[src/rtl/tws_pkg.sv]
`default_nettype none

package tws_pkg;

    // action codes as carried on the request channel
    localparam logic [2:0] ACT_SCHEDULE   = 3'd0;
    localparam logic [2:0] ACT_UNSCHEDULE = 3'd1;
    localparam logic [2:0] ACT_READ       = 3'd2;
    localparam logic [2:0] ACT_STEP_FWD   = 3'd3;
    localparam logic [2:0] ACT_STEP_BACK  = 3'd4;

    // status codes
    localparam logic [1:0] ST_OK            = 2'd0;
    localparam logic [1:0] ST_OVERFLOW      = 2'd1;
    localparam logic [1:0] ST_UNDERFLOW     = 2'd2;
    localparam logic [1:0] ST_BACK_NONEMPTY = 2'd3;

    // command queue between front and back
    localparam int CMD_Q_DEPTH = 2;

    typedef enum logic [2:0] {
        OP_SCHED,
        OP_UNSCHED,
        OP_READ,
        OP_FWD,
        OP_BACK,
        OP_NOP
    } t_op;

    typedef struct packed {
        t_op                op;
        logic [3:0]         delay;
        logic [15:0]        socket_id;
        logic signed [31:0] event_value;
    } t_cmd;

    typedef struct packed {
        logic               has_event;
        logic [15:0]        out_socket;
        logic signed [31:0] out_value;
        logic               last;
        logic [6:0]         slot_count;
        logic [10:0]        pending_total;
        logic [3:0]         now_slot;
        logic [1:0]         status;
    } t_rsp;

endpackage

`default_nettype wire

[src/rtl/tws_ifs.sv]
`default_nettype none

interface tws_req_if;
    logic               valid;
    logic               ready;
    logic [2:0]         action;
    logic [3:0]         delay;
    logic [15:0]        socket_id;
    logic signed [31:0] event_value;

    modport source (output valid, output action, output delay, output socket_id,
                    output event_value, input ready);
    modport sink   (input valid, input action, input delay, input socket_id,
                    input event_value, output ready);
endinterface


`default_nettype wire

[src/rtl/tws_front.sv]
`default_nettype none

module tws_front (
    input  wire              i_clk,
    input  wire              i_rst_n,
    tws_req_if.sink          i_req,
    output logic             o_cmd_vld,
    output tws_pkg::t_cmd    o_cmd,
    input  wire              i_cmd_rdy
);
    import tws_pkg::*;

    logic r_vld;
    t_cmd r_cmd;
    t_op  dec_op;

    always_comb begin
        unique case (i_req.action)
            ACT_SCHEDULE:   dec_op = OP_SCHED;
            ACT_UNSCHEDULE: dec_op = OP_UNSCHED;
            ACT_READ:       dec_op = OP_READ;
            ACT_STEP_FWD:   dec_op = OP_FWD;
            ACT_STEP_BACK:  dec_op = OP_BACK;
            default:        dec_op = OP_NOP;
        endcase
    end

    assign i_req.ready = !r_vld || i_cmd_rdy;

    always_ff @(posedge i_clk) begin
        if (!i_rst_n) begin
            r_vld <= 1'b0;
        end else begin
            if (i_req.valid && i_req.ready) begin
                r_vld               <= 1'b1;
                r_cmd.op            <= dec_op;
                r_cmd.delay         <= i_req.delay;
                r_cmd.socket_id     <= i_req.socket_id;
                r_cmd.event_value   <= i_req.event_value;
            end else if (i_cmd_rdy) begin
                r_vld <= 1'b0;
            end
        end
    end

    assign o_cmd_vld = r_vld;
    assign o_cmd     = r_cmd;

endmodule

`default_nettype wire

[src/flat_wrapper.sv]
// flat-port wrapper written by rule: the top's interface ports become plain ports
module tws_front_flat import tws_pkg::*;
  (i_clk, i_rst_n, o_cmd_vld, o_cmd, i_cmd_rdy, i_req_valid, i_req_action, i_req_delay, i_req_socket_id, i_req_event_value, i_req_ready);
  tws_req_if i_req_i ();
  input  wire i_clk;
  input  wire i_rst_n;
  output logic o_cmd_vld;
  output tws_pkg::t_cmd o_cmd;
  input  wire i_cmd_rdy;
  input wire logic [$bits(i_req_i.valid)-1:0] i_req_valid;
  input wire logic [$bits(i_req_i.action)-1:0] i_req_action;
  input wire logic [$bits(i_req_i.delay)-1:0] i_req_delay;
  input wire logic [$bits(i_req_i.socket_id)-1:0] i_req_socket_id;
  input wire logic [$bits(i_req_i.event_value)-1:0] i_req_event_value;
  output wire logic [$bits(i_req_i.ready)-1:0] i_req_ready;
  assign i_req_i.valid = i_req_valid;
  assign i_req_i.action = i_req_action;
  assign i_req_i.delay = i_req_delay;
  assign i_req_i.socket_id = i_req_socket_id;
  assign i_req_i.event_value = i_req_event_value;
  assign i_req_ready = i_req_i.ready;
  tws_front u_core (.i_clk(i_clk), .i_rst_n(i_rst_n), .i_req(i_req_i), .o_cmd_vld(o_cmd_vld), .o_cmd(o_cmd), .i_cmd_rdy(i_cmd_rdy));
endmodule
[config.mk]
export PLATFORM = sky130hd
export DESIGN_NAME = tws_front_flat
export DESIGN_NICKNAME = d
export VERILOG_FILES = /design/src/rtl/tws_pkg.sv /design/src/rtl/tws_ifs.sv /design/src/rtl/tws_front.sv /design/src/flat_wrapper.sv
export SDC_FILE = /design/constraint.sdc
export NUM_CORES = 1
export LEC_CHECK = 0
export BUFFER_PORTS_ARGS = -buffer_cell sky130_fd_sc_hd__clkbuf_2
export CAP_MARGIN = 15
export CORE_ASPECT_RATIO = 1.2
export CORE_MARGIN = 1
export CORE_UTILIZATION = 25
export DETAILED_ROUTE_END_ITERATION = 8
export PLACE_DENSITY_LB_ADDON = 0.3
export RECOVER_POWER = 100
export SYNTH_ARGS = -nofsm -noshare
export SYNTH_HDL_FRONTEND = slang
export SYNTH_SLANG_ARGS = --single-unit
[constraint.sdc]
create_clock -name i_clk -period 2.95 [get_ports i_clk]
set_clock_uncertainty 0.1 [all_clocks]
set_input_delay 0.59 -clock i_clk [delete_from_list [all_inputs] [get_ports i_clk]]
set_output_delay 0.59 -clock i_clk [all_outputs]
set_load 0.02 [all_outputs]
* Word level (Yosys, flattened, before mapping)
Cells that the tools add are included.
Operators by class: equal/unequal tests 4, reductions and logical operators 6, muxes and demuxes 3
Operators by type and width (count):
- $pmux W3 S5 | 1
- $eq A3 B2 Y1 const B | 2
- $eq A3 B1 Y1 const B | 1
- $eq A3 B3 Y1 const B | 1
- $logic_not A3 Y1 | 1
- $mux W1 | 2
- $reduce_and A2 Y1 | 1
- $reduce_bool A2 Y1 | 1
- $logic_and A1 B1 Y1 | 1
- $logic_not A1 Y1 | 1
- $logic_or A1 B1 Y1 | 1
Word-level totals: register bits after elaboration 56, output and inout bits 57, logic and storage cells 18, bits of input ports 59

* Longest topological paths before layout
Gate-level depths: netlist of run 1.
word-level depth 4, depth in mapped cells 2, depth with buffers taken out 2

* Worst setup path after synthesis of run 1
No wires, ideal clock.
path type input port to flip-flop, start point input i_cmd_rdy, end point register u_core.r_cmd (netlist bit u_core.o_cmd[0]) (enable), arrival time 2.109 ns, library setup time 0.419 ns, stages on the path 2, path buffers 0, data required time 2.431 ns, path slack 0.322 ns, path through nand2b_4 > and3_1
On the way: longest elaborated chain between the ends 3
Ends and longest elaborated chain:
- start: declaration | RTL line flat_wrapper.sv:9 | input wire i_cmd_rdy;
- $logic_or A1 B1 Y1 | RTL line tws_front.sv:28 | assign i_req.ready = !r_vld || i_cmd_rdy;
- $logic_and A1 B1 Y1 | RTL line tws_front.sv:34 | if (i_req.valid && i_req.ready) begin
- $reduce_and A2 Y1 (no source line)
- end: declaration | RTL line tws_front.sv:14 | t_cmd r_cmd;
Every way passes these cells. A chain may end at the register's enable or synchronous reset.

* Worst setup path after layout of run 1
start point input i_cmd_rdy, end point register u_core.r_cmd (netlist bit u_core.o_cmd[19]) (enable)
The elaborated chain is that of the path after synthesis.

==> flow_summary.yaml, run 1 <==
setup_path:
  critPathMaxFanout: 38
  path_class: "input port to flip-flop"
  reg2reg_from: "u_core.o_cmd_vld"
  arrival_ns: 1.84
  worstSetupStartpoint: "i_cmd_rdy"
  cp_data_required_time_ns: 2.85
  critPathCaptureType: "flip-flop"
  startpoint_type: "input port"
  r2r_cells: 3
power_and_ir_drop:
  power_leakage_nw: 0.9016
  power_mw: 1.456
  powerDensity_nw_per_um2: 599.7
  ir_worst_vdd_mv: 0.2897
layout:
  drive_gt1_frac: 0.3441
  num_antenna_cells: 0
  multi_input_area_sq_um: 33.78
  layout_commonest_cell: "clkbuf_1"
  seqCellArea_sq_um: 1672
  fill_cells: 658
  finalNetCount: 244
  area_growth_pct: 41.09
  final_cell_mix: "59 x clkbuf_1, 56 x clkbuf_2, 55 x edfxtp_1"
die:
  initial_core_util: 0.2636
  die_w_um: 77.73
  rows: 32
  dieArea_sq_um: 7218
  fp.dieH_um: 92.87
  core-area_sq_um: 6526
  num_io_pins: 116
synthesis:
  syn_nets: 122
  netlist_area_sq_um: 1720
  synth_area_per_cell_sq_um: 27.31
  synth.yosys.seq_area_share: 0.9716
  ys_warn_count: 0
  yosysUniqueCellTypes: 9
  synth_cells: 63
  synth_seq_cells: 56
timing:
  finalCriticalPeriod_ns: 1.940
  rsz0062_at_grt: "false"
  setup_violations: 0
  slew_viol_final: 0
  period_share: 0.6576
  finalHoldViolCount: 0
  timing.fmax_mhz: 515.5
  finalSetupTns_ns: 0
  tightest_slew_ns: 0.8680
  slew_headroom: 0.4213
route:
  drt_iter0_drc: 22
  ant_nets: 0
  wl_per_cell_um: 11.64
  firstDrtPassIters: 3
  via_count: 1030
  routed_wl_um: 3154
  drcViolationCount: 0
  avgViaCountPerCell: 3.801
clock_network:
  post-cts-setup-buffers: 0
  cts_inserted_buffers: 5
  hold_buffers: 0
  cts_root_buffer: "clkbuf_8"
  clock_sinks: 56
  cts_tree: "built"
  cts_resized: 0
  ctsLongestPathBuffers: 2
  htree_levels: 2
  worstSkewPairLatency_ns: 0.30
  clk_pin_slew_worst_paths_ns: 0.10
min_path:
  min_path_cells: 1
  worstHoldStart: "i_req_socket_id[13]"
  holdCritPathClass: "input port to flip-flop"
global_routing:
  grt_max_degree: 39
  grt_pass1_wl_um: 4692
  overflow: 0
  antenna_found_initial: 0
  grtUsageTotal: 0.08944
  grt_pass1_vias: 1066
placed_design:
  portBuffers: 115
  finalWeightedCongestion: 0.6505
status:
  outcome: "complete, no violations"
flow_run:
  maxCapViolCount: 0
## worst max-delay path: stages
cell and delay [ns]:
clkbuf_2 0.07, nand2b_1 0.11, and3_1 0.74, buf_12 0.30
## state kept, by name (all words and copies together) (netlist names)
name              count
u_core.o_cmd         55
u_core.o_cmd_vld      1
## worst paths after layout
check | endpoint | slack, ns
max | u_core.o_cmd[19] | 1.01
min reg2reg | u_core.o_cmd_vld | 0.43
min | u_core.o_cmd[45] | 0.35
max reg2reg | u_core.o_cmd[19] | 1.07
## layout make-up
cell class,count,area share
Sequential cell,56,0.6887
Timing Repair Buffer,116,0.2149
Tap cell,85,0.04381
Clock buffer,5,0.02835
Multi-Input combinational cell,5,0.01392
Clock inverter,3,0.008763
Inverter,1,0.001546
## cell families after synthesis
kind of cell | Yosys count | synth area share
flops | 56 | 0.9716
simple gates | 3 | 0.01528
compound gates | 2 | 0.008731
buf+inv | 2 | 0.004359
## routing by layer
metal,track usage,vias to the layer above,wire [um]
li1,-,489,-
met4,0.04717,0,44
met3,0.06207,4,538
met1,0.08852,458,1114
met5,0,-,0
met2,0.1394,79,1457
## synth_stat cells
master / instances / share of area
a21boi_1: 1 / 0.0044
a21o_1: 1 / 0.0044
and3_1: 1 / 0.0036
clkbuf_1: 1 / 0.0022
dfxtp_1: 1 / 0.012
edfxtp_1: 55 / 0.96
inv_1: 1 / 0.0022
nand2b_4: 1 / 0.0080
nor2b_1: 1 / 0.0036
## where the power goes
group	internal (mW)	total, mW	leakage (nW)	switching, mW
Combinational	0.0430	0.122	0.334	0.0785
Clock	0.171	0.413	0.0466	0.242
Sequential	0.913	0.921	0.521	0.00769
## stage by stage
step	setup slack (ns)	cells	area, sq um	utilization	hold slack (ns)
2_1_floorplan	0.3218	63	1720	-	0.5282
3_3_place_gp	0.9613	263	2420	0.3708	0.3988
3_5_place_dp	0.9530	263	2420	0.3708	0.4024
4_1_cts	1.285	271	2510	0.3846	0.3358
5_1_grt	0.8925	271	2427	0.3719	0.3334
6_report	1.010	271	2427	0.3719	0.3538
Power figures use the tool's default switching activity.
==> run 2, diff against run 1 <==
--- a/config.mk
+++ b/config.mk
@@ -5,6 +5,7 @@
 export SDC_FILE = /design/constraint.sdc
 export NUM_CORES = 1
 export LEC_CHECK = 0
+export ABC_AREA = 1
 export BUFFER_PORTS_ARGS = -buffer_cell sky130_fd_sc_hd__clkbuf_2
 export CAP_MARGIN = 15
 export CORE_ASPECT_RATIO = 1.2
==> constraint.sdc (replaced) <==
create_clock -name i_clk -period 1.8 [get_ports i_clk]
set_clock_uncertainty 0.1 [all_clocks]
set_input_delay 0.36 -clock i_clk [delete_from_list [all_inputs] [get_ports i_clk]]
set_output_delay 0.36 -clock i_clk [all_outputs]
set_load 0.02 [all_outputs]
==> run 2 against run 1 <==
First-iteration DRC count is 55% higher. Die area about the same. Critical path type is now flip-flop to primary output. Worst setup slack got worse by 0.61 ns. Hold slack worse by 0.23 ns. Flip-flop and latch count did not move.
==> flow_summary.yaml, run 2 <==
status:
  outcome: "complete, no violations"
route:
  wl_per_cell_um: 12.19
  avgViaCountPerCell: 3.752
  firstDrtPassIters: 4
  ant_nets: 0
  drt_iter0_drc: 34
  drcViolationCount: 0
  via_count: 1028
  routed_wl_um: 3339
min_path:
  min_path_cells: 1
  whs_endpoint: "u_core.o_cmd[48]"
  worstHoldStart: "i_req_delay[0]"
  holdCritPathClass: "input port to flip-flop"
flow_run:
  maxCapViolCount: 0
timing:
  timing.fmax_mhz: 714.2
  finalHoldViolCount: 0
  setup_violations: 0
  tightest_slew_ns: 0.2918
  period_share: 0.7779
  finalSetupTns_ns: 0
  rsz0062_at_grt: "false"
  slew_viol_final: 0
  slew_headroom: 0.8055
  finalCriticalPeriod_ns: 1.400
setup_path:
  critPathMaxFanout: 4
  crit_slowest_cell: "dfxtp_1"
  r2r_end: "u_core.o_cmd[31]"
  critPathCaptureType: "primary output"
  cp_data_required_time_ns: 1.34
  arrival_ns: 0.94
  max_stage_delay_ns: 0.35
  path_cells: "nand2_1 -> clkbuf_1"
  critPathBufInv: 1
  path_class: "flip-flop to primary output"
  crit_family: "flip-flops"
  reg2reg_from: "u_core.o_cmd_vld"
  startpoint_type: "flip-flop"
  r2r_cells: 2
  r2r_slack_ns: 0.46
clock_network:
  htree_levels: 2
  clk_pin_slew_worst_paths_ns: 0.10
  post-cts-setup-buffers: 0
  hold_buffers: 0
  clock_sinks: 56
  worstSkewPairLatency_ns: 0.30
  cts_root_buffer: "clkbuf_8"
  ctsLongestPathBuffers: 2
  cts_inserted_buffers: 5
  cts_resized: 0
  cts_tree: "built"
synthesis:
  ys_warn_count: 0
  synthTopCellsByArea: "edfxtp_1 96%, dfxtp_1 1.2%, nand2_1 0.66%"
  syn_nets: 125
  synth_edf_count: 55
  synth_seq_cells: 56
  synth_common_cells: "55 x edfxtp_1, 3 x nand2_1, 2 x inv_1"
  synth.yosys.seq_area_share: 0.9723
  yosysUniqueCellTypes: 9
  yosysTopAreaCellShare: 0.9607
  synth.most_common_cell: "edfxtp_1"
  synth_flop_cell: "edfxtp_1"
  synth_cells: 66
  synth_area_per_cell_sq_um: 26.05
  netlist_area_sq_um: 1719
  synthArstFlopShare: 0
  synth_top_area_cell: "edfxtp_1"
global_routing:
  grt_pass1_vias: 1042
  grt_max_degree: 56
  grtUsageTotal: 0.09381
  antenna_found_initial: 0
  grt_pass1_wl_um: 4892
  overflow: 0
die:
  num_io_pins: 116
  dieArea_sq_um: 7214
  initial_core_util: 0.2634
  rows: 32
  core-area_sq_um: 6526
  die_w_um: 77.70
  fp.dieH_um: 92.84
power_and_ir_drop:
  powerDensity_nw_per_um2: 973.9
  pwr-share-comb: 0.087
  clock_power_share: 0.277
  p_seq_frac: 0.636
  switching_share: 0.2241
  ir_worst_vdd_mv: 0.4168
  power_mw: 2.374
  power_leakage_nw: 0.9078
  intPower_mw: 1.842
  p_sw_uw: 532.0
layout:
  final_cell_mix: "60 x clkbuf_1, 56 x clkbuf_2, 55 x edfxtp_1"
  drive_gt1_frac: 0.3492
  largest_register_ffs: 55
  area_growth_pct: 41.78
  num_antenna_cells: 0
  finalNetCount: 247
  layout_commonest_cell: "clkbuf_1"
placed_design:
  portBuffers: 115
  finalWeightedCongestion: 0.6513
## run 2: metrics by stage
stage | cell area (sq um) | hold slack [ns] | utilization | std cells | setup WS [ns]
after detailed placement | 2441 | 0.4161 | 0.3740 | 266 | 0.3756
after global routing | 2437 | 0.09502 | 0.3735 | 274 | 0.3397
after global placement | 2441 | 0.4003 | 0.3740 | 266 | 0.3803
after CTS | 2526 | 0.1111 | 0.3871 | 274 | 0.4343
final | 2437 | 0.1267 | 0.3735 | 274 | 0.3998
after floorplan | 1743 | 0.3589 | - | 66 | -0.03804
## run 2: area by class of cell
| type | instances | area [sq um] |
|---|---|---|
| Clock inverter | 2 | 12.51 |
| Clock buffer | 6 | 72.57 |
| Sequential cell | 56 | 1672 |
| Inverter | 2 | 12.51 |
| Tap cell | 85 | 106.4 |
| Multi-Input combinational cell | 7 | 40.04 |
| Timing Repair Buffer | 116 | 521.8 |
| Fill cell | 629 | 4089 |
## run 2: cell families (layout without fill, tap and decap cells)
group,Yosys count,after routing,synth area share
DFF,56,56,0.9723
AOI/OAI and AO/OA,2,2,0.009464
buffers and inverters,3,126,0.006550
and+or+nand+nor,5,5,0.01164
## run 2: layer usage
metal | wire length (um) | up-vias | global-route usage
li1 | - | 497 | -
met1 | 1213 | 459 | 0.09335
met2 | 1632 | 70 | 0.1482
met3 | 462 | 2 | 0.06010
met4 | 30 | 0 | 0.05189
met5 | 0 | - | 0
## run 2: how the worst max path moves through the flow
stage / cells after the start / end / start / slack (ns)
after floorplan: 1 / u_core.o_cmd[0] / u_core.o_cmd_vld / -0.04
after global placement: 4 / u_core.o_cmd[1] / i_cmd_rdy / 0.38
after detailed placement: 4 / u_core.o_cmd[31] / i_cmd_rdy / 0.38
after CTS: 2 / i_req_ready / u_core.o_cmd_vld / 0.43
after global routing: 2 / i_req_ready / u_core.o_cmd_vld / 0.34
final: 2 / i_req_ready / u_core.o_cmd_vld / 0.40
## run 2: worst reg2reg max path: stages, from the launching register on
cell,delay [ns]
dfxtp_1,0.35
a21oi_1,0.23
buf_12,0.33
## run 2: power groups by stage
stage	combinational (mW)	sequential [mW]	clock (mW)
6_report	0.206	1.51	0.657
5_1_grt	0.221	1.52	0.737
4_1_cts	0.226	1.51	0.695
3_5_place_dp	0.226	1.54	0
3_3_place_gp	0.224	1.54	0
2_1_floorplan	0.0297	1.61	0
