**config.mk**
```make
export PLATFORM = sky130hd
export DESIGN_NAME = tws_cmd_fifo
export DESIGN_NICKNAME = d
export VERILOG_FILES = /design/src/rtl/tws_pkg.sv /design/src/rtl/tws_cmd_fifo.sv
export SDC_FILE = /design/constraint.sdc
export NUM_CORES = 1
export LEC_CHECK = 0
export BUFFER_PORTS_ARGS = -buffer_cell sky130_fd_sc_hd__buf_4
export CAP_MARGIN = 5
export CELL_PAD_IN_SITES_DETAIL_PLACEMENT = 2
export CELL_PAD_IN_SITES_GLOBAL_PLACEMENT = 2
export CORE_MARGIN = 4
export CORE_UTILIZATION = 34
export CTS_CLUSTER_SIZE = 10
export DETAILED_ROUTE_END_ITERATION = 16
export PLACE_DENSITY = 0.75
export RECOVER_POWER = 100
export SYNTH_ARGS = -nofsm -noshare
export SYNTH_HDL_FRONTEND = slang
export SYNTH_SLANG_ARGS = --single-unit
```
**constraint.sdc**
```tcl
create_clock -name i_clk -period 2.23 [get_ports i_clk]
set_input_delay 0.223 -clock i_clk [delete_from_list [all_inputs] [get_ports i_clk]]
set_output_delay 0.223 -clock i_clk [all_outputs]
set_load 0.02 [all_outputs]
```
**src/rtl/tws_pkg.sv**
```systemverilog
`default_nettype none

package tws_pkg;

    // action codes as carried on the request channel
    localparam logic [2:0] ACT_SCHEDULE   = 3'd0;
    localparam logic [2:0] ACT_UNSCHEDULE = 3'd1;
    localparam logic [2:0] ACT_READ       = 3'd2;
    localparam logic [2:0] ACT_STEP_FWD   = 3'd3;
    localparam logic [2:0] ACT_STEP_BACK  = 3'd4;

    // status codes
    localparam logic [1:0] ST_OK            = 2'd0;
    localparam logic [1:0] ST_OVERFLOW      = 2'd1;
    localparam logic [1:0] ST_UNDERFLOW     = 2'd2;
    localparam logic [1:0] ST_BACK_NONEMPTY = 2'd3;

    // command queue between front and back
    localparam int CMD_Q_DEPTH = 2;

    typedef enum logic [2:0] {
        OP_SCHED,
        OP_UNSCHED,
        OP_READ,
        OP_FWD,
        OP_BACK,
        OP_NOP
    } t_op;

    typedef struct packed {
        t_op                op;
        logic [3:0]         delay;
        logic [15:0]        socket_id;
        logic signed [31:0] event_value;
    } t_cmd;

    typedef struct packed {
        logic               has_event;
        logic [15:0]        out_socket;
        logic signed [31:0] out_value;
        logic               last;
        logic [6:0]         slot_count;
        logic [10:0]        pending_total;
        logic [3:0]         now_slot;
        logic [1:0]         status;
    } t_rsp;

endpackage

`default_nettype wire

```
**src/rtl/tws_cmd_fifo.sv**
```systemverilog
`default_nettype none

module tws_cmd_fifo (
    input  wire              i_clk,
    input  wire              i_rst_n,
    input  wire              i_push_vld,
    input  tws_pkg::t_cmd    i_push_cmd,
    output logic             o_push_rdy,
    output logic             o_head_vld,
    output tws_pkg::t_cmd    o_head_cmd,
    input  wire              i_pop
);
    import tws_pkg::*;

    localparam int AW = (CMD_Q_DEPTH > 1) ? $clog2(CMD_Q_DEPTH) : 1;
    localparam int CW = $clog2(CMD_Q_DEPTH + 1);

    t_cmd          r_mem [CMD_Q_DEPTH];
    logic [AW-1:0] r_wr;
    logic [AW-1:0] r_rd;
    logic [CW-1:0] r_cnt;
    logic          push;
    logic          pop;

    assign o_push_rdy = (r_cnt != CW'(CMD_Q_DEPTH));
    assign o_head_vld = (r_cnt != '0);
    assign o_head_cmd = r_mem[r_rd];
    assign push       = i_push_vld && o_push_rdy;
    assign pop        = i_pop && o_head_vld;

    always_ff @(posedge i_clk) begin
        if (push) begin
            r_mem[r_wr] <= i_push_cmd;
        end
    end

    always_ff @(posedge i_clk) begin
        if (!i_rst_n) begin
            r_wr  <= '0;
            r_rd  <= '0;
            r_cnt <= '0;
        end else begin
            if (push) begin
                r_wr <= (r_wr == AW'(CMD_Q_DEPTH - 1)) ? '0 : r_wr + AW'(1);
            end
            if (pop) begin
                r_rd <= (r_rd == AW'(CMD_Q_DEPTH - 1)) ? '0 : r_rd + AW'(1);
            end
            if (push && !pop) begin
                r_cnt <= r_cnt + CW'(1);
            end else if (pop && !push) begin
                r_cnt <= r_cnt - CW'(1);
            end
        end
    end

endmodule

`default_nettype wire

```
[Yosys cells after proc, flatten, opt, wreduce, memory -nomap -nowiden]
Memories as Yosys holds them, arrays and structs flattened. A register that Yosys moved wholly into a read port is not among the register bits.
Index checks and enable logic that the tools add are counted.
Storage, ports and cells
  logic and storage cells: 25
  latch bits: 0
  memories kept: 1
  flip-flop bits (word level): 4
  ROM bits: 0
  output and inout port bits: 57
  bits in writable memories: 110
  input bits: 59
Memory list
  r_mem: words 2, bits a word 55, read ports 1, clocked after memory_dff 1, write ports 1, RTL line tws_cmd_fifo.sv:18  | t_cmd r_mem [CMD_Q_DEPTH];
Operators by class
  bitwise operators: 0
  $lt $le $gt $ge: 0
  multiplexer cells: 8
  reductions and logical operators: 8
  shift operators: 0
  add/sub/neg operators: 4
  equal/unequal tests: 1
  multipliers: 0
  divide/modulo/power cells: 0
Operators by type and width (count)
  2-to-1 mux 1 bit: 6
  logical AND 1 bit: 4
  2-to-1 mux 2 bit: 2
  nonzero test 2 bit: 2
  adder 1 bit, second input constant: 2
  adder 2 x 1 -> 2 bit, second input constant: 1
  zero test 1 bit: 2
  != test 2 bit, second input constant: 1
  subtractor 2 x 1 -> 2 bit, second input constant: 1

[Longest topological paths before layout]
Gate-level depths: netlist of run 1.
  word-level depth: 6
  gate-level depth with buffers: 6
  depth with buffers taken out: 6

[Worst setup path before layout of run 1]
OpenSTA, ideal clock, no wires.
  path type: reg-to-reg
  start point: register r_cnt[0]
  end point: memory r_mem[1][0] in the netlist's numbering, enable pin
  path buffers: 0
  library setup time: 0.419 ns
  required time: 1.811 ns
  data arrival time: 1.955 ns
  path slack: -0.143 ns
  stages on the path, launching flop included: 3
  clock period less this slack: 2.373 ns
  cell sequence: dfxtp_1 > nand2b_4 > and3_1
Between the ends
  longest elaborated chain between the ends: 4
RTL lines
  start: declaration: RTL line tws_cmd_fifo.sv:21  | logic [CW-1:0] r_cnt;
  start signal: assignment: RTL line tws_cmd_fifo.sv:50  | r_cnt <= r_cnt + CW'(1);
  start signal: assignment: RTL line tws_cmd_fifo.sv:52  | r_cnt <= r_cnt - CW'(1);
  != test 2 bit: RTL line tws_cmd_fifo.sv:25  | assign o_push_rdy = (r_cnt != CW'(CMD_Q_DEPTH));
  net o_push_rdy: RTL line tws_cmd_fifo.sv:8  | output logic o_push_rdy,
  logical AND 1 bit: RTL line tws_cmd_fifo.sv:28  | assign push = i_push_vld && o_push_rdy;
  2-to-1 mux 1 bit: RTL line tws_cmd_fifo.sv:32  | if (push) begin
  2-to-1 mux 1 bit (implied by the code): RTL line tws_cmd_fifo.sv:33  | r_mem[r_wr] <= i_push_cmd;
  end: declaration: RTL line tws_cmd_fifo.sv:18
The timed path passes the listed nets, and every way through them passes these cells.

==> flow_summary.ini, run 1 <==
[final_layout]
layout.nets = 441
n_antenna_cell = 0
final_cell_mix = 110 x edfxtp_1, 68 x clkbuf_1, 52 x dlygate4sd3_1
fin_util_pct = 51.0
area_growth_pct = 46.1
layout_commonest_cell = edfxtp_1
drive_gt1_share_pct = 34.5
num-fill-cells = 1148

[drt]
drc = 0
drt_wl_total_mm = 10.3
dr.pass1.iters = 4
drt.antenna.violating_nets = 0
drt_iter0_drc = 96
vias = 2470
wire_per_inst_um = 18.3
viasPerCell = 4.40

[floorplan]
io_pins = 116
num_rows = 40
die_area_um2 = 14200
die_h_um = 119
start_util_pct = 34.9
core_region_area_um2 = 12100
fp.dieW_um = 119

[critical_path]
cp_slowest_cell = clkbuf_4
cp_max_fo = 31
critPathMaxStageDelay_ns = 0.42
r2r_start = r_cnt[0]
end_kind = output pin
worst-setup-path-type = flop to output pin
cp.required_ns = 2.01
crit_chain = clkbuf_4, mux2_2, clkbuf_1
rrSetupSlack_ns = 0.35
ff2ff_path_depth = 3
r2r-end = r_mem[1][32]
start_kind = flop
arrival_ns = 1.73

[place]
dp_hpwl_mm = 6.28
gp_congestion = 0.664
port_buffers = 115

[run]
drv_cap = 0

[sta]
maxSlewViolCount = 0
slew_headroom_pct = 46.7
rsz0062_at_grt = false
worst_slew_pin_slew_ns = 0.799
fin_crit_sh_pct = 87.5
max_freq_mhz = 512
fin_worst_skew_ns = 0.0142
layout_min_cycle_time_ns = 1.95
fin_setup_tns_ns = 0
hold_viol = 0
finalSetupViolations = 0

[synthesis]
synth.avg_cell_area_um2 = 21.6
synth_edf_count = 110
synthTopCellsByArea = edfxtp_1 79%, mux2_2 15%, dfxtp_1 2.4%
ys_async_sr_fraction_pct = 0
ys_warn_count = 0
ys_seq_area_share_pct = 80.9
synth_top_area_cell = edfxtp_1
synth_nets = 255
yosys_register_bits = 115
synthesis.area_um2 = 4210
ys_types = 20
syn_inst = 195
synth-main-ff-cell = edfxtp_1
netlist.area_leader.share_pct = 78.5

[power]
clockPowerShare_pct = 38.0
p_seq_share_pct = 38.0
vdd_drop_max_mv = 0.650
p_sw_share_pct = 28.7
power_density_nw_per_um2 = 1200
combPwrFrac_pct = 24.0
p_int_mw = 5.25
power_switching_mw = 2.11
leakage_nw = 2.16

[clock_tree]
cts_max_path_buffers = 2
cts_root_buffer = clkbuf_16
tritoncts = yes
cts_buffers = 17
clk_pin_slew_ns = 0.05
ctsResizeCount = 0
clock_latency_ns = 0.41
post-cts-setup-buffers = 0
cts_num_sinks = 115
h-tree-depth = 4
cts_hold_buffers = 48

[global_route]
grt_pass1_wl_mm = 16.0
grt_usage_pct = 15.1
grt_overflow = 0
grt_max_degree = 32
grt_pass1_vias = 2913
antenna_found_initial = 0

[hold_path]
min_path_type = primary input to flop
min_to = r_mem[0][35]
hold_depth = 1
min_from = i_push_cmd[35]

[run_status]
status = completed
critical path: cells and delay by family, from the launching register on:
family	cells	cell delay (ns)
buf+inv	2	0.60
flops	1	0.32
mux	1	0.40
registers in the layout (all words and copies together) (netlist names), named ones only:
signal	cells
r_mem	110
r_wr	1
r_cnt	2
r_rd	1
worst max-delay path by stage:
stage               startpoint             end  slack [ns]  cells after the start
floorplan             r_cnt[0]     r_mem[0][0]        0.06                      3
finish                    flop  o_head_cmd[20]        0.28                      3
global route              flop   o_head_cmd[2]        0.16                      3
detailed placement    r_cnt[0]        r_cnt[1]        0.61                      5
CTS                       flop  o_head_cmd[14]        0.29                      3
global placement      r_cnt[0]        r_cnt[1]        0.71                      5
stage by stage:
stage                     setup slack, ns  area (µm²)  hold WS, ns  instances  power [mW]
after floorplan                    0.0574        4210        0.322        195        4.02
after global placement              0.708        5290        0.408        478        4.77
after detailed placement            0.612        5290        0.410        478        4.83
after CTS                           0.287        6380     0.000378        558        7.73
after global routing                0.155        6150       0.0575        562        7.72
final                               0.279        6150       0.0651        562        7.36
area by class of cell:
cell class              instances  area (µm²)  share of cell area, %
clock buffers                  17         425                   6.92
inverters                       1        3.75                 0.0610
flip-flops and latches        115        3400                   55.4
well taps                     168         210                   3.42
clock inverters                15         190                   3.09
repair buffers                173        1160                   18.9
multi-input cells              73         752                   12.2
power groups by stage:
| stage | clock network, mW | logic, mW | registers [mW] |
|---|---|---|---|
| after CTS | 2.85 | 2.08 | 2.80 |
| after floorplan | 0 | 1.21 | 2.81 |
| final | 2.80 | 1.76 | 2.80 |
| after global routing | 2.97 | 1.93 | 2.82 |
| after detailed placement | 0 | 1.99 | 2.84 |
| after global placement | 0 | 1.96 | 2.81 |
cells by family after synthesis:
group / Yosys count / synth area share (%)
buffers and inverters: 7 / 1.10
adder cells (fa/ha/maj): 1 / 0.297
multiplexers: 55 / 14.7
XOR/XNOR: 3 / 0.625
flip-flops: 115 / 80.9
AO/OA/AOI/OAI: 5 / 0.833
AND/OR/NAND/NOR: 9 / 1.55
Yosys cell counts, types with 2 or more instances:
cell type,number
edfxtp_1,110
xnor2_1,2
mux2_2,55
and2_1,4
dfxtp_1,5
buf_4,5
layer usage:
layer	global-route usage [%]	vias to the layer above	wire length, µm
li1	-	1146	-
met5	0	-	0
met2	28.4	75	6000
met4	5.87	0	125
met1	15.3	1235	3690
met3	4.99	14	486
No activity file was read; power rests on OpenSTA's default activity.
==> run 2: changes to the inputs <==
--- a/config.mk
+++ b/config.mk
@@ -5,6 +5,7 @@
 export SDC_FILE = /design/constraint.sdc
 export NUM_CORES = 1
 export LEC_CHECK = 0
+export ABC_AREA = 1
 export BUFFER_PORTS_ARGS = -buffer_cell sky130_fd_sc_hd__buf_4
 export CAP_MARGIN = 5
 export CELL_PAD_IN_SITES_DETAIL_PLACEMENT = 2
@@ -13,7 +14,7 @@
 export CORE_UTILIZATION = 34
 export CTS_CLUSTER_SIZE = 10
 export DETAILED_ROUTE_END_ITERATION = 16
-export PLACE_DENSITY = 0.75
+export PLACE_DENSITY = 0.74
 export RECOVER_POWER = 100
 export SYNTH_ARGS = -nofsm -noshare
 export SYNTH_HDL_FRONTEND = slang
==> flow_summary.ini, run 2 <==
[power]
p_sw_share_pct = 29.1
power_density_nw_per_um2 = 1100
leakage_nw = 2.29
p_seq_share_pct = 41.4
power_switching_mw = 1.99
p_int_mw = 4.84
vdd_drop_max_mv = 0.486
combPwrFrac_pct = 26.2
clockPowerShare_pct = 32.4

[synthesis]
synthTopCellsByArea = edfxtp_1 74%, mux2_4 17%, buf_12 2.2%
synth.avg_cell_area_um2 = 21.5
ys_async_sr_fraction_pct = 0
yosys_register_bits = 115
ys_top_cells_by_count = 110 x edfxtp_1, 50 x mux2_4, 9 x nand2_1
ys_seq_area_share_pct = 76.3
synth_nets = 268
ys_warn_count = 0
synth_top_area_cell = edfxtp_1
netlist.area_leader.share_pct = 74.0
syn_inst = 208
ys_types = 15
synth_edf_count = 110
synth_most_common_cell = edfxtp_1
synthesis.area_um2 = 4460
synth-main-ff-cell = edfxtp_1

[clock_tree]
cts_num_sinks = 115
clk_pin_slew_ns = 0.05
cts_root_buffer = clkbuf_16
clock_latency_ns = 0.40
post-cts-setup-buffers = 0
cts_hold_buffers = 55
cts_buffers = 17
cts_max_path_buffers = 2
tritoncts = yes
ctsResizeCount = 0
h-tree-depth = 4

[critical_path]
crit_chain = buf_12, mux2_1, buf_4
r2r_start = r_cnt[0]
cp.required_ns = 2.01
rrSetupSlack_ns = 0.42
worst-setup-path-type = flop to output pin
r2r-end = r_mem[1][51]
end_kind = output pin
cp_slowest_cell = mux2_1
critPathMaxStageDelay_ns = 0.40
start_kind = flop
ff2ff_path_depth = 5
arrival_ns = 1.63
cp_max_fo = 55

[drt]
drt_iter0_drc = 85
viasPerCell = 4.35
drt_wl_total_mm = 10.3
wire_per_inst_um = 17.8
drc = 0
dr.pass1.iters = 4
drt.antenna.violating_nets = 0
vias = 2529

[sta]
maxSlewViolCount = 0
slew_headroom_pct = 50.0
fin_crit_sh_pct = 83.1
rsz0062_at_grt = false
layout_min_cycle_time_ns = 1.85
fin_ws_ns = 0.378
hold_viol = 0
max_freq_mhz = 540
worst_slew_pin_slew_ns = 0.750
fin_worst_skew_ns = 0.00804
finalSetupViolations = 0

[global_route]
grt_overflow = 0
antenna_found_initial = 1
grt_max_degree = 56
grt_usage_pct = 14.6
grt_pass1_wl_mm = 15.9
grt_pass1_vias = 2931

[final_layout]
layout_commonest_cell = edfxtp_1
final_cell_mix = 110 x edfxtp_1, 55 x dlygate4sd3_1, 53 x buf_4
fin_util_pct = 48.7
drive_gt1_share_pct = 27.7
area_growth_pct = 39.0
num-fill-cells = 1251
reg_top3 = r_mem (110), r_cnt (2)
layout.nets = 456
largest_register_ffs = 110
regMostFlops = r_mem
stdcell_count = 581

[place]
dp_hpwl_mm = 6.26
gp_congestion = 0.635
dp.cells = 494
place_ws_ns = 0.612
port_buffers = 115

[run_status]
status = completed

[hold_path]
hold_depth = 3
min_from = i_rst_n
min_to = r_cnt[1]
min_path_type = primary input to flop

[floorplan]
die_area_um2 = 15000
die_h_um = 123
fp.dieW_um = 123
io_pins = 116
core_region_area_um2 = 12700
start_util_pct = 35.1
num_rows = 41

[run]
drv_cap = 0
[run 2: logic make-up (layout without fill, tap and decap cells)]
logic type	Yosys count	after routing	synth area share (%)
compound gates	4	4	0.505
fa+ha+maj	1	1	0.280
buf+inv	14	214	3.17
flops	115	115	76.3
mux	55	55	18.1
other cells	0	1	0
simple gates	19	19	1.68
[run 2: power by group through the flow]
stage,logic [mW],registers (mW),clock network (mW)
after CTS,2.18,2.84,2.28
after floorplan,1.39,2.85,0
after global routing,1.94,2.85,2.41
after detailed placement,2.10,2.88,0
final,1.79,2.83,2.22
after global placement,2.05,2.85,0
[run 2: final cells by class]
cell class	count	area (µm²)	share of cell area, %
repair buffers	175	1330	21.4
multi-input cells	79	733	11.8
clock inverters	10	43.8	0.706
flip-flops and latches	115	3410	54.9
diodes	1	2.50	0.0404
clock buffers	21	440	7.10
well taps	172	215	3.47
inverters	8	30.0	0.484
[run 2: worst max-delay path, delay by kind of cell, from the launching register on]
kind	cells	cell delay (ns)
buffers and inverters	2	0.47
DFF	1	0.34
muxes	1	0.40
[run 2: through the flow]
stage               power [mW]  TNS [ns]  hold slack (ns)  area [µm²]
floorplan                 4.24    -40.74            0.322        4470
global placement          4.90         0            0.408        5520
detailed placement        4.97         0            0.412        5520
CTS                       7.30         0           0.0721        6560
global route              7.20         0           0.0957        6200
finish                    6.83         0           0.0901        6200
[run 2: layer usage]
| metal | vias to the layer above | GRT usage, % | share of wire, % | wire length, µm |
|---|---|---|---|---|
| li1 | 1177 | - | - | - |
| met1 | 1263 | 15.4 | 38 | 3880 |
| met2 | 77 | 26.4 | 56 | 5760 |
| met3 | 12 | 5.85 | 5.6 | 580 |
| met4 | 0 | 5.18 | 1.0 | 106 |
| met5 | - | 0 | 0 | 0 |
[run 2: worst max path at each step]
stage                         from        endpoint  slack [ns]  cells past startpoint
after CTS                     flop  o_head_cmd[39]        0.29                      3
after detailed placement  r_cnt[0]        r_cnt[1]        0.61                     10
final                         flop  o_head_cmd[29]        0.38                      3
after floorplan           r_cnt[0]     r_mem[0][0]       -0.37                      4
after global placement        flop  o_head_cmd[34]        0.75                      3
after global routing      r_cnt[0]    r_mem[1][51]        0.26                      5
==> run 3: changes to the inputs <==
==> constraint.sdc (replaced) <==
create_clock -name i_clk -period 1.5 [get_ports i_clk]
set_input_delay 0.15 -clock i_clk [delete_from_list [all_inputs] [get_ports i_clk]]
set_output_delay 0.15 -clock i_clk [all_outputs]
set_load 0.02 [all_outputs]
==> flow_summary.ini, run 3 (synthesized netlist as in run 2, its figures left out) <==
[final_layout]
fin_area_um2 = 6900
largest_register_ffs = 110
n_antenna_cell = 0
final_cell_mix = 110 x edfxtp_1, 56 x dlygate4sd3_1, 55 x mux2_4, 55 x buf_6, 32 x clkbuf_4
area_growth_pct = 54.6
layout.nets = 464
reg_top3 = r_mem (110), r_cnt (2)
layout_commonest_cell = edfxtp_1
regMostFlops = r_mem
drive_gt1_share_pct = 46.0
num-fill-cells = 1166

[clock_tree]
cts_buffers = 17
tritoncts = yes
clk_pin_slew_ns = 0.05
clock_latency_ns = 0.41
cts_max_path_buffers = 2
cts_root_buffer = clkbuf_16
cts_num_sinks = 115
h-tree-depth = 4

[power]
vdd_drop_max_mv = 0.704
leakage_nw = 2.67
power_density_nw_per_um2 = 1700

[drt]
drt.antenna.violating_nets = 0
drc = 0
viasPerCell = 4.40
drt_wl_total_mm = 11.6
vias = 2589
wire_per_inst_um = 19.7
dr.pass1.iters = 4
drt_iter0_drc = 119

[sta]
worst_slew_pin_slew_ns = 0.270
fin_crit_sh_pct = 110
max_freq_mhz = 605
fin_ws_ns = -0.154
layout_min_cycle_time_ns = 1.65
hold_viol = 0
rsz0062_at_grt = true
fin_worst_skew_ns = 0.00659
finalSetupViolations = 55
maxSlewViolCount = 0
slew_headroom_pct = 82.0

[global_route]
grt_usage_pct = 16.7
grt_overflow = 0
grt_pass1_wl_mm = 17.8
grt_max_degree = 31
antenna_found_initial = 0
grt_pass1_vias = 2990

[critical_path]
start_kind = flop
crit_path_end = o_head_cmd[10]
worstSetupPathDepth = 4
cp_max_fo = 5
critical_path.most_common_cell = buf_12
critPathBufInv = 3
crit_chain = buf_12, buf_12, mux2_4, buf_6
r2r_start = r_cnt[0]
rrSetupSlack_ns = 0.01
cp_slowest_cell = dfxtp_4
end_kind = output pin
ff2ff_path_depth = 10
critPathMaxStageDelay_ns = 0.40
r2r-end = r_cnt[1]
cp.required_ns = 1.35
critPathTopFamily = flip-flops
worst-setup-path-type = flop to output pin
arrival_ns = 1.50

[run_status]
violations = setup timing
status = finished with violations

[place]
gp_congestion = 0.725
dp_hpwl_mm = 6.75
dpl_cell_area_um2 = 5590
port_buffers = 115
place_ws_ns = 0.0830

[floorplan]
io_pins = 116
num_rows = 41
die_area_um2 = 15000
start_util_pct = 35.1
core_region_area_um2 = 12700
die_h_um = 123
fp.dieW_um = 123

[run]
drv_cap = 0

[hold_path]
min_path_type = primary input to flop
-- run 3: worst reg2reg max path: cells and delay by family (launching register included) --
| kind | cells | cell delay (ns) |
|---|---|---|
| AND/OR/NAND/NOR | 5 | 0.49 |
| buffers and inverters | 4 | 0.36 |
| adder cells (fa/ha/maj) | 1 | 0.26 |
| flip-flops | 1 | 0.32 |
-- run 3: metal layers --
layer  vias to the layer above  wire length (µm)  GRT usage, %
met5                         -                 0             0
met4                         0               180          6.51
met3                        15               460          4.19
met2                        75              6690          31.3
met1                      1303              4290          17.9
li1                       1196                 -             -
-- run 3: layout make-up --
cell class	instances	area, µm²	share of cell area [%]
timing repair buffer	183	1730	25.0
tap	172	215	3.12
sequential	115	3410	49.4
clock inverter	11	113	1.63
inverter	8	30.0	0.435
multi-input combinational	79	966	14.0
clock buffer	21	440	6.38
-- run 3: timing repair --
item                                    CTS  global route
cloned                                    1             0
endpoints found under the hold margin   111             0
gates resized for setup                  59             8
buffers inserted                          3             1
hold buffers                             56             0
endpoints found under the setup margin   55            56
pin swaps                                 0             0
-- run 3: power breakdown --
part / total (mW) / switching, mW / internal [mW]
Clock: 3.75 / 1.34 / 2.42
Sequential: 4.25 / 0.176 / 4.08
Combinational: 3.75 / 1.80 / 1.96
-- run 3: worst min-delay path by stage --
| stage | endpoint | cells past startpoint | start | slack, ns |
|---|---|---|---|---|
| detailed placement | r_mem[1][50] | 1 | i_push_cmd[50] | 0.34 |
| finish | r_wr | 4 | i_push_vld | 0.15 |
| global placement | r_mem[0][4] | 1 | i_push_cmd[4] | 0.34 |
| floorplan | r_mem[0][0] | 0 | i_push_cmd[0] | 0.25 |
| global route | r_wr | 4 | i_push_vld | 0.18 |
| CTS | r_wr | 4 | i_push_vld | 0.15 |
-- run 3: metrics by stage --
step | cells | total power, mW | util [%] | setup TNS, ns | hold slack, ns
4_1_cts | 588 | 11.9 | 54.9 | -8.20 | 0.154
6_report | 589 | 11.8 | 54.2 | -6.90 | 0.146
2_1_floorplan | 208 | 6.33 | - | -32.38 | 0.249
3_3_place_gp | 496 | 7.39 | 44.0 | 0 | 0.335
3_5_place_dp | 496 | 7.51 | 44.0 | 0 | 0.338
5_1_grt | 589 | 12.3 | 54.2 | -12.85 | 0.185
